<file path="src/sv/bqld_pkg.sv">
`timescale 1ns / 1ps
// shared types, fixed-point constants and the coefficient table build for the
// biquad lowpass decimator; no dependencies
package bqld_pkg;

	localparam int COEF_FRAC = 30;
	localparam int MAX_SECT = 8;
	localparam int TABLE_SECT = 6;
	localparam int TAPS = 5;
	localparam int HIST_W = 32;
	localparam int OUT_W = 24;

	// volts scale: x = round(sample * 33 * 2^24 / (10 * 2^bits))
	localparam int VOLT_FRAC = 24;
	localparam int CONV_W = 31;
	localparam logic [CONV_W-1:0] VOLT_NUM = CONV_W'(33);
	localparam logic [CONV_W-1:0] HALF_TEN = CONV_W'(5);
	// ceil(2^35 / 10), exact floor division by ten for 32-bit operands
	localparam logic [31:0] RECIP_TEN = 32'hCCCC_CCCD;
	localparam int RECIP_SH = 35;

	typedef logic signed [HIST_W-1:0] hist_t;
	typedef logic signed [31:0] coef_t;
	typedef coef_t [MAX_SECT-1:0][TAPS-1:0] coef_tab_t;

	// gains over 1e12, denominator magnitudes over 1e10
	localparam longint unsigned GAIN_DEN = 64'd1000000000000;
	localparam longint unsigned POLE_DEN = 64'd10000000000;
	localparam longint unsigned GAIN_DEC [TABLE_SECT] = '{
		64'd10436200540, 64'd9894934483, 64'd9464552626,
		64'd9154595435, 64'd8968281560, 64'd94372585420
	};
	localparam longint unsigned DEN1_DEC [TABLE_SECT] = '{
		64'd19012445210, 64'd18026378150, 64'd17242317200,
		64'd16677644250, 64'd16338222030, 64'd8112547994
	};
	localparam longint unsigned DEN2_DEC [TABLE_SECT] = '{
		64'd9429892898, 64'd8422175050, 64'd7620899677,
		64'd7043827772, 64'd6696953177, 64'd0
	};
	localparam int TAP_W0 [TABLE_SECT] = '{1, 1, 1, 1, 1, 1};
	localparam int TAP_W1 [TABLE_SECT] = '{2, 2, 2, 2, 2, 1};
	localparam int TAP_W2 [TABLE_SECT] = '{1, 1, 1, 1, 1, 0};

	// round(num * 2^30 / den), halves up, by restoring long division; num < 2 * den
	function automatic longint unsigned to_fixed(longint unsigned num, longint unsigned den);
		longint unsigned res;
		longint unsigned rem;
		res = (num >= den) ? 64'd1 : 64'd0;
		rem = (num >= den) ? num - den : num;
		for (int i = 0; i < COEF_FRAC; i++) begin
			res = res << 1;
			rem = rem << 1;
			if (rem >= den) begin
				rem = rem - den;
				res = res | 64'd1;
			end
		end
		if ((rem << 1) >= den) begin
			res = res + 64'd1;
		end
		return res;
	endfunction

	// taps per section: b0, b1, b2, a1, a2 (feedback taps already negated)
	function automatic coef_tab_t build_coefs();
		coef_tab_t t;
		longint g;
		longint p1;
		longint p2;
		t = '0;
		for (int s = 0; s < MAX_SECT; s++) begin
			if (s < TABLE_SECT) begin
				g = longint'(to_fixed(GAIN_DEC[s], GAIN_DEN));
				p1 = longint'(to_fixed(DEN1_DEC[s], POLE_DEN));
				p2 = longint'(to_fixed(DEN2_DEC[s], POLE_DEN));
				t[s][0] = 32'(longint'(TAP_W0[s]) * g);
				t[s][1] = 32'(longint'(TAP_W1[s]) * g);
				t[s][2] = 32'(longint'(TAP_W2[s]) * g);
				t[s][3] = 32'(p1);
				t[s][4] = 32'(-p2);
			end else begin
				// pass-through section
				t[s][0] = 32'sh4000_0000;
			end
		end
		return t;
	endfunction

endpackage

</file>
<file path="src/sv/biquad_lowpass_decimator_top.sv">
`timescale 1ns / 1ps
// an accepted sample is scaled, divided by ten in the RECIP and SCALE states, filtered section
// by section (FILT) and, on a decimation hit, emitted from FIN, which waits out output
// stalls; samples enter only in IDLE; sections share the history memory and 32x32 multiplier
// reset: asynchronous, clears the history (per-entry valid bits), the decimation counter,
// and loads a decimation factor of 10; no clearing pass, a sample may enter right away
// depends on bqld_pkg
module biquad_lowpass_decimator_top #(
	parameter int SECTIONS = 6,
	parameter int SAMPLE_BITS = 12
) (
	input  logic                   clk,
	input  logic                   arst_n,
	input  logic                   cfg_wen,
	input  logic [7:0]             cfg_wdata,
	input  logic                   in_valid,
	output logic                   in_stall,
	input  logic [SAMPLE_BITS-1:0] adc_sample,
	output logic                   out_valid,
	input  logic                   out_stall,
	output logic signed [23:0]     filtered_volts
);
	import bqld_pkg::*;

	localparam int DEPTH = 4 * SECTIONS;
	localparam int ADDR_W = $clog2(DEPTH);
	localparam int SEC_W = (SECTIONS > 1) ? $clog2(SECTIONS) : 1;
	localparam int SCALE_SH = VOLT_FRAC - SAMPLE_BITS;
	localparam int ACC_W = 67;
	localparam coef_tab_t COEFS = build_coefs();

	localparam logic [2:0] ST_IDLE  = 3'd0;
	localparam logic [2:0] ST_RECIP = 3'd1;
	localparam logic [2:0] ST_SCALE = 3'd2;
	localparam logic [2:0] ST_FILT  = 3'd3;
	localparam logic [2:0] ST_FIN   = 3'd4;

	localparam logic [2:0] PH_LAST = 3'd5;

	logic [2:0]            state_q;
	logic [SEC_W-1:0]      sec_q;
	logic [2:0]            ph_q;
	logic [7:0]            factor_q;
	logic [7:0]            count_q;
	logic                  emit_q;
	logic                  out_valid_q;
	logic signed [OUT_W-1:0] fv_q;

	logic [CONV_W-1:0]     conv_q;
	logic [CONV_W+31:0]    recip_s1;
	hist_t                 x_q;
	hist_t                 h0_q;
	hist_t                 h2_q;
	logic signed [63:0]    prod_s1;
	logic signed [ACC_W-1:0] acc_q;

	hist_t                 mem [DEPTH];
	logic [DEPTH-1:0]      vld_q;
	hist_t                 rdata_q;
	logic                  rvld_q;

	logic                  in_xfer;
	logic                  out_free;
	logic [7:0]            count_inc;
	logic [CONV_W-1:0]     conv_d;
	logic [ADDR_W-1:0]     base;
	logic [ADDR_W-1:0]     raddr;
	logic [ADDR_W-1:0]     waddr;
	logic                  wen;
	hist_t                 wdata;
	hist_t                 hdata;
	coef_t                 coef_op;
	hist_t                 data_op;
	logic signed [63:0]    prod_d;
	logic signed [ACC_W-1:0] sum_y;
	logic signed [ACC_W-COEF_FRAC-1:0] y_full;
	hist_t                 y_sat;
	logic signed [32:0]    o_sum;
	logic signed [28:0]    o_full;
	logic signed [OUT_W-1:0] o_sat;
	logic                  filt;

	assign in_stall = (state_q != ST_IDLE);
	assign in_xfer = in_valid && !in_stall;
	assign out_valid = out_valid_q;
	assign filtered_volts = fv_q;
	assign out_free = !out_valid_q || !out_stall;
	assign count_inc = count_q + 8'd1;
	assign conv_d = (CONV_W'(adc_sample) * VOLT_NUM) << SCALE_SH;
	assign filt = (state_q == ST_FILT);

	// history layout per section: x1, x2, y1, y2
	assign base = ADDR_W'(sec_q) << 2;
	assign raddr = base + ADDR_W'(ph_q[1:0]);
	assign hdata = rvld_q ? rdata_q : '0;

	always_comb begin
		wen = 1'b0;
		waddr = base;
		wdata = x_q;
		if (filt) begin
			case (ph_q)
				3'd2: begin
					wen = 1'b1;
					waddr = base + ADDR_W'(1);
					wdata = h0_q;
				end
				3'd3: begin
					wen = 1'b1;
					waddr = base;
					wdata = x_q;
				end
				3'd4: begin
					wen = 1'b1;
					waddr = base + ADDR_W'(3);
					wdata = h2_q;
				end
				PH_LAST: begin
					wen = 1'b1;
					waddr = base + ADDR_W'(2);
					wdata = y_sat;
				end
				default: begin
					wen = 1'b0;
				end
			endcase
		end
	end

	// tap p multiplies x for p = 0, else the history word read in the previous cycle
	always_comb begin
		coef_op = '0;
		if (ph_q <= 3'd4) begin
			coef_op = $signed(COEFS[3'(sec_q)][ph_q]);
		end
		data_op = (ph_q == 3'd0) ? x_q : hdata;
	end
	assign prod_d = coef_op * data_op;

	// round to nearest, floor shift by the coefficient fraction, saturate to 32 bits
	assign sum_y = acc_q + ACC_W'(prod_s1) + (ACC_W'(1) <<< (COEF_FRAC - 1));
	assign y_full = $signed(sum_y[ACC_W-1:COEF_FRAC]);
	always_comb begin
		if (y_full > $signed(ACC_W'(32'h7FFF_FFFF))) begin
			y_sat = 32'sh7FFF_FFFF;
		end else if (y_full < -$signed(ACC_W'(33'h0_8000_0000))) begin
			y_sat = 32'sh8000_0000;
		end else begin
			y_sat = hist_t'(y_full);
		end
	end

	assign o_sum = 33'(x_q) + 33'sd8;
	assign o_full = $signed(o_sum[32:4]);
	always_comb begin
		if (o_full > 29'sd8388607) begin
			o_sat = 24'sh7F_FFFF;
		end else if (o_full < -29'sd8388608) begin
			o_sat = 24'sh80_0000;
		end else begin
			o_sat = o_full[OUT_W-1:0];
		end
	end

	always_ff @(posedge clk) begin
		if (wen) begin
			mem[waddr] <= wdata;
		end
		rdata_q <= mem[raddr];
	end

	always_ff @(posedge clk or negedge arst_n) begin
		if (!arst_n) begin
			vld_q <= '0;
			rvld_q <= 1'b0;
		end else begin
			if (wen) begin
				vld_q[waddr] <= 1'b1;
			end
			rvld_q <= vld_q[raddr];
		end
	end

	// datapath registers
	always_ff @(posedge clk) begin
		if (in_xfer) begin
			conv_q <= conv_d + HALF_TEN;
		end
		recip_s1 <= conv_q * RECIP_TEN;
		prod_s1 <= prod_d;
		if (state_q == ST_SCALE) begin
			x_q <= hist_t'(recip_s1[CONV_W+31:RECIP_SH]);
		end else if (filt && ph_q == PH_LAST) begin
			x_q <= y_sat;
		end
		if (filt && ph_q == 3'd1) begin
			h0_q <= hdata;
			acc_q <= ACC_W'(prod_s1);
		end else if (filt && (ph_q == 3'd2 || ph_q == 3'd3 || ph_q == 3'd4)) begin
			acc_q <= acc_q + ACC_W'(prod_s1);
		end
		if (filt && ph_q == 3'd3) begin
			h2_q <= hdata;
		end
		if (state_q == ST_FIN && emit_q && out_free) begin
			fv_q <= o_sat;
		end
	end

	always_ff @(posedge clk or negedge arst_n) begin
		if (!arst_n) begin
			state_q <= ST_IDLE;
			sec_q <= '0;
			ph_q <= '0;
			factor_q <= 8'd10;
			count_q <= '0;
			emit_q <= 1'b0;
			out_valid_q <= 1'b0;
		end else begin
			if (cfg_wen) begin
				factor_q <= cfg_wdata;
			end
			// load a new result, or drop valid once the transfer is taken
			if (state_q == ST_FIN && emit_q && out_free) begin
				out_valid_q <= 1'b1;
			end else if (!out_stall) begin
				out_valid_q <= 1'b0;
			end
			case (state_q)
				ST_IDLE: begin
					if (in_xfer) begin
						// counter steps before filtering; factor zero acts as one
						emit_q <= (count_inc >= factor_q);
						count_q <= (count_inc >= factor_q) ? 8'd0 : count_inc;
						state_q <= ST_RECIP;
					end
				end
				ST_RECIP: begin
					state_q <= ST_SCALE;
				end
				ST_SCALE: begin
					sec_q <= '0;
					ph_q <= '0;
					state_q <= ST_FILT;
				end
				ST_FILT: begin
					if (ph_q == PH_LAST) begin
						ph_q <= '0;
						if (sec_q == SEC_W'(SECTIONS - 1)) begin
							state_q <= ST_FIN;
						end else begin
							sec_q <= sec_q + SEC_W'(1);
						end
					end else begin
						ph_q <= ph_q + 3'd1;
					end
				end
				ST_FIN: begin
					if (!emit_q || out_free) begin
						state_q <= ST_IDLE;
					end
				end
				default: begin
					state_q <= ST_IDLE;
				end
			endcase
		end
	end

endmodule

</file>
<file path="config.mk">
export PLATFORM = sky130hd
export DESIGN_NAME = biquad_lowpass_decimator_top
export DESIGN_NICKNAME = d
export VERILOG_FILES = /design/src/sv/bqld_pkg.sv /design/src/sv/biquad_lowpass_decimator_top.sv
export SDC_FILE = /design/constraint.sdc
export NUM_CORES = 2
export LEC_CHECK = 0
export BUFFER_PORTS_ARGS = -buffer_cell sky130_fd_sc_hd__clkbuf_2
export CAP_MARGIN = 20
export CORE_MARGIN = 2
export CORE_UTILIZATION = 50
export DETAILED_ROUTE_END_ITERATION = 16
export GPL_TIMING_DRIVEN = 0
export PLACE_DENSITY = 0.65
export SLEW_MARGIN = 10
export SYNTH_ARGS = -nofsm -noshare
export SYNTH_HDL_FRONTEND = slang
export SYNTH_SLANG_ARGS = --single-unit
</file>
<file path="constraint.sdc">
create_clock -name clk -period 14.32 [get_ports clk]
set_input_delay 2.864 -clock clk [delete_from_list [all_inputs] [get_ports clk]]
set_output_delay 2.864 -clock clk [all_outputs]
set_load 0.1 [all_outputs]
</file>
; ---- Yosys cells after proc, flatten, opt, wreduce, memory -nomap -nowiden
; Memory sizes are Yosys's and may differ from the RTL's. A register that Yosys moved wholly into a read port is not among the register bits.
; Index checks and enable logic that the tools add are counted.
[totals]
output_inout_bits = 26
reg_bits = 397
wordCells = 126
in_bits = 25
mem_bits_ro = 1280
ram_bits = 768
mem_count = 2
[classes]
eq_ne = 16
order_cmp = 11
mul = 3
n_reduce_logical = 26
n_bitwise = 1
muxes = 38
n_addsub = 11
[mem_list]
columns = name, words, width, read_ports, rd_ports_with_merged_regs, write_ports, line
row1 = (name not given), 8, 160, 1, 0, 0, biquad_lowpass_decimator_top.sv:134  ; coef_op = $signed(COEFS[3'(sec_q)][ph_q]);
row2 = mem, 24, 32, 1, 1, 1, biquad_lowpass_decimator_top.sv:57  ; hist_t mem [DEPTH];
[op_table]
columns = operator, n
row1 = 32-bit 2-to-1 mux, 7
row2 = 160-bit 2-to-1 mux, 1
row3 = 67-bit 2-to-1 mux, 2
row4 = 32-bit binary-select mux with 3-bit select, 1
row5 = 32-bit one-hot mux with 3 select lines, 1
row6 = 67-bit by 31-bit adder with 67-bit output (second input constant), 1
row7 = 67-bit by 64-bit adder with 67-bit output, 1
row8 = 32-bit by 32-bit multiplier with 64-bit output, 1
row9 = 31-bit by 32-bit multiplier with 63-bit output (second input constant), 1
row10 = 28-bit 2-to-1 mux, 2
row11 = 37-bit by 32-bit > comparator with 1-bit output (second input constant), 1
row12 = 37-bit by 32-bit less-than comparator with 1-bit output (second input constant), 1
row13 = 32-bit by 5-bit adder with 33-bit output (second input constant), 1
row14 = 30-bit by 3-bit adder with 31-bit output (second input constant), 1
row15 = 29-bit by 24-bit > comparator with 1-bit output (second input constant), 1
row16 = 29-bit by 24-bit less-than comparator with 1-bit output (second input constant), 1
row17 = 24-bit 2-to-1 mux, 1
row18 = 24-bit OR, 1
row19 = 3-bit 2-to-1 mux, 7
row20 = 12-bit by 6-bit multiplier with 18-bit output (second input constant), 1
row21 = 3-bit one-hot mux with 5 select lines, 1
row22 = 5-bit one-hot mux with 3 select lines, 1
row23 = 3-bit by 2-bit == test with 1-bit output (second input constant), 4
row24 = 3-bit == test (second input constant), 4
row25 = other kinds (29), 62

; ---- Longest topological paths before layout
[logic_depth]
depth_word = 8
mapped_depth = 43

; ---- Least setup slack after synthesis
; OpenSTA, ideal clock, no wires.
[synth_timing]
path_kind = reg-to-reg
start = register sec_q[0]
end = register prod_s1[50]
path_stages_with_launch = 41
slack_ps = 3903
t_arrival_ps = 10295
setup_time_ps = 122
path_buffers = 6
path_cell_list = dfrtp_1 > clkbuf_1 > inv_2 > buf_1 > clkbuf_1 > ha_1 > clkbuf_1 > and2_1 > clkbuf_1 > a21oi_1 > o31ai_1 > o31a_1 > clkbuf_1 > nand2_1 > fa_1 > fa_1 > fa_1 > fa_1 > [... 5 more ...] > fa_1 > fa_1 > ha_1 > a21o_1 > a21o_1 > a21oi_1 > o21ai_0 > a21o_1 > a21oi_1 > o31ai_1 > a21o_1 > a211oi_1 > nor2_1 > a21o_1 > a21oi_1 > and3b_1 > o41a_1 > xor2_1
[synth_between]
elab_chain_len = 6
[synth_rtl]
columns = item, line
row1 = start: declaration, biquad_lowpass_decimator_top.sv:41  ; logic [SEC_W-1:0] sec_q;
row2 = start signal: assignment, biquad_lowpass_decimator_top.sv:252  ; sec_q <= sec_q + SEC_W'(1);
row3 = memory 8 x 160 bit, --
row4 = 160-bit 2-to-1 mux (not written as such), biquad_lowpass_decimator_top.sv:134
row5 = 32-bit binary-select mux with 3-bit select, biquad_lowpass_decimator_top.sv:134
row6 = 32-bit 2-to-1 mux (not written as such), biquad_lowpass_decimator_top.sv:134
row7 = 32-bit 2-to-1 mux, biquad_lowpass_decimator_top.sv:133  ; if (ph_q <= 3'd4) begin
row8 = 32-bit by 32-bit multiplier with 64-bit output, biquad_lowpass_decimator_top.sv:138  ; assign prod_d = coef_op * data_op;
row9 = via prod_d[50], biquad_lowpass_decimator_top.sv:74  ; logic signed [63:0] prod_d;
row10 = end signal: assignment, biquad_lowpass_decimator_top.sv:190  ; prod_s1 <= prod_d;
row11 = end: declaration, biquad_lowpass_decimator_top.sv:54  ; logic signed [63:0] prod_s1;
; The timed path passes the listed nets, and every way through them passes these cells. The select of a mux whose other input is x is not followed.
; A chain may end at the register's enable or synchronous reset.

; ---- Worst setup path after layout
[layout_timing]
start = register sec_q[0]
end = register prod_s1[63]
; The elaborated chain is that of the path after synthesis.

==> metrics.txt <==
top post-synthesis cells by area edfxtp_1, fa_1, ha_1; Post-synth ARST share 4.53%; die area 187000 µm²; nets 10000; XOR/XNOR share of the synthesized area 2.10%; clock buffer count from CTS 114; residual DRC count 0; # setup viols final 0; I/O Pins 51; Final Skew 84.3 ps; status completed; Synth Register Bits 1149; starting density of the core 50.2%; total clock sinks 1149; RSZ-0062 raised after global routing no; DR pass1 iterations 6; drt wl/cell 29.9 µm; max-slew violations 0; busiest layer in global routing met2; Critical Path End Type register; CP most frequent cell fa_1; Slowest-stage cell, CP clkbuf_1; hold buffer count at CTS 0; syn nets 9737; drt initial violations 6083; die width 433 µm; clk slew on worst S/H paths 70 ps; antenna violations before repair 12; share of layout cells above drive strength 1 9.51%; Post-synth EDFFs 969; sequential-to-total area share from yosys stat 35.9%; fin util 55.7%; GPL Wtd Cong 1.06; number of max-cap violations 0; final worst path period need 14080 ps; CP max stage delay 930 ps; largest net degree at the start of global routing 45; slew margin rel. 6.16%; simple-gate share of the synthesized area 9.59%; area grow syn2layout 10.9%; WP data required 14970 ps; Final ANT Viol Nets 0; M3 GR Usage 6.66%; Tot GR Track Use 35.4%; row count 157; Hold Crit Class register to register; Final Cell Area 102000 µm²; Cell variety after synth 110; post-synthesis mux area share 5.75%; CP max FO 19; final count of hold timing violations 0; dominant synthesized flop cell edfxtp_1; Cells after Synth 7998; Slew @ Worst Pin 1400 ps; grt ovf 0; Via Count 64100; first-pass GRT wire length 466000 µm; Clock Tree Root clkbuf_16; period utilization 98.3%; Port Buf Inserts 50; core area 183000 µm²; Yosys top cell area share 31.7%; dominant cell type by area after synthesis edfxtp_1; dpl hpwl 255000 µm; syn_area_per_cell 11.5 µm²; synth warn 0; clk buf depth 3; CTS tree built; Vias/cell 5.91; vias in the first global route 66700; CP Class register to register; htree depth 3; highest clock rate 71.0 MHz; Routed WL 325000 µm; post-synthesis adder-cell area fraction 33.1%; met2 GRT Util 55.6%; WP data arrival 14730 ps; Clock Latency Late Sink 800 ps; combinational family with the most area after synthesis adder cells; Synth Area in Compound Gates 6.95%; met1 Use GR 43.5%; CP Launch Type register; Die H 433 µm; Mapped Area 91900 µm²; DP Area 97500 µm²; WHS 469 ps
[stage by stage]
stage / setup WS [ps] / TNS [ps] / cells
floorplan: 3900 / 0 / 7998
global placement: -559 / -4650 / 10500
detailed placement: -369 / -1840 / 10600
CTS: 112 / 0 / 10800
global route: 60.2 / 0 / 10900
finish: 245 / 0 / 10900
[metal layers]
layer | vias up | share of wire (%) | wire length, µm
li1 | 27100 | - | -
met1 | 33200 | 37 | 121000
met2 | 2932 | 46 | 149000
met3 | 907 | 7.5 | 24400
met4 | 6 | 9.3 | 30400
met5 | - | 0.023 | 75
[synthesized netlist by cell type, drive strengths merged, types with 50 or more instances]
master / number
mux4: 231
o21bai: 54
nand2: 852
xnor2: 135
a21o: 77
edfxtp: 969
a31oi: 84
dfrtp: 50
dfxtp: 128
xor2: 84
inv: 1238
nor2: 863
buf: 70
fa: 1198
nand3: 62
nor3: 53
a21oi: 248
o21a: 56
o21ai: 231
ha: 516
clkbuf: 281
[cells in the final DEF, fill, tap and decap left out, types with 44 or more instances in the layout]
cell,netlist,final
inv_1,1237,1237
buf_1,45,44
nor2_1,862,836
o21a_1,56,55
edfxtp_1,969,969
clkbuf_2,0,54
a21oi_1,248,245
nand2_1,852,852
dfxtp_1,128,128
o21ai_0,186,180
a31oi_1,82,51
mux4_2,231,231
nand3_1,62,62
ha_1,516,516
fa_1,1198,1198
o21bai_1,54,54
clkbuf_16,0,117
clkbuf_1,281,295
dfrtp_1,50,50
xnor2_1,134,134
nor3_1,53,52
a21o_1,77,77
xor2_1,83,83
[cells by family after synthesis]
kind of cell	Yosys count
multiplexers	239
AND/OR/NAND/NOR	2096
buffers and inverters	1593
flip-flops	1149
AO/OA/AOI/OAI	987
adder cells (fa/ha/maj)	1715
XOR/XNOR	219
[worst max-delay path: cells and delay by family (launching register included)]
family	cells	cell delay [ps]
simple gates	5	830
fa+ha+maj	10	4970
xor+xnor	1	200
compound gates	14	3540
buf+inv	9	3910
flops	1	460
[final timing paths]
check                      slack, ps      start          end  cells past startpoint
hold / removal                   470  vld_q[13]    vld_q[13]                      1
min in group asynchronous       1960     arst_n  factor_q[0]                      1
max in group asynchronous      11830     arst_n     vld_q[8]                      2
setup / recovery                 240   sec_q[0]  prod_s1[63]                     39
hold reg to reg                  470  vld_q[13]    vld_q[13]                      1
setup reg to reg                 240   sec_q[0]  prod_s1[63]                     39
[cell type report]
type / count / area [µm²]
Fill cell: 15500 / 81000
Clock inverter: 68 / 922
Timing Repair Buffer: 176 / 2100
Tap cell: 2464 / 3080
Sequential cell: 1149 / 33000
Clock buffer: 147 / 3150
Inverter: 1242 / 4660
Buffer: 350 / 1380
Multi-Input combinational cell: 5256 / 53600
Antenna cell: 11 / 27.5
[registers in the layout, summed over array words and instances, names as in the netlist]
signal,count
rdata_q,32
out_valid,1
recip_s1,28
sec_q,3
state_q,3
emit_q,1
factor_q,8
prod_s1,64
filtered_volts,24
h2_q,32
vld_q,24
h0_q,32
acc_q,67
count_q,8
x_q,32
rvld_q,1
mem,768
conv_q,18
ph_q,3
[timing repair]
item,CTS,global route
buffers inserted,0,0
resized for setup,2,4
endpoints found under the hold margin,0,0
setup endpoints to repair,14,15
Power is left out: the tool's default activity adds up to more than one toggle a clock period on the data nets, which glitch-free logic cannot reach.
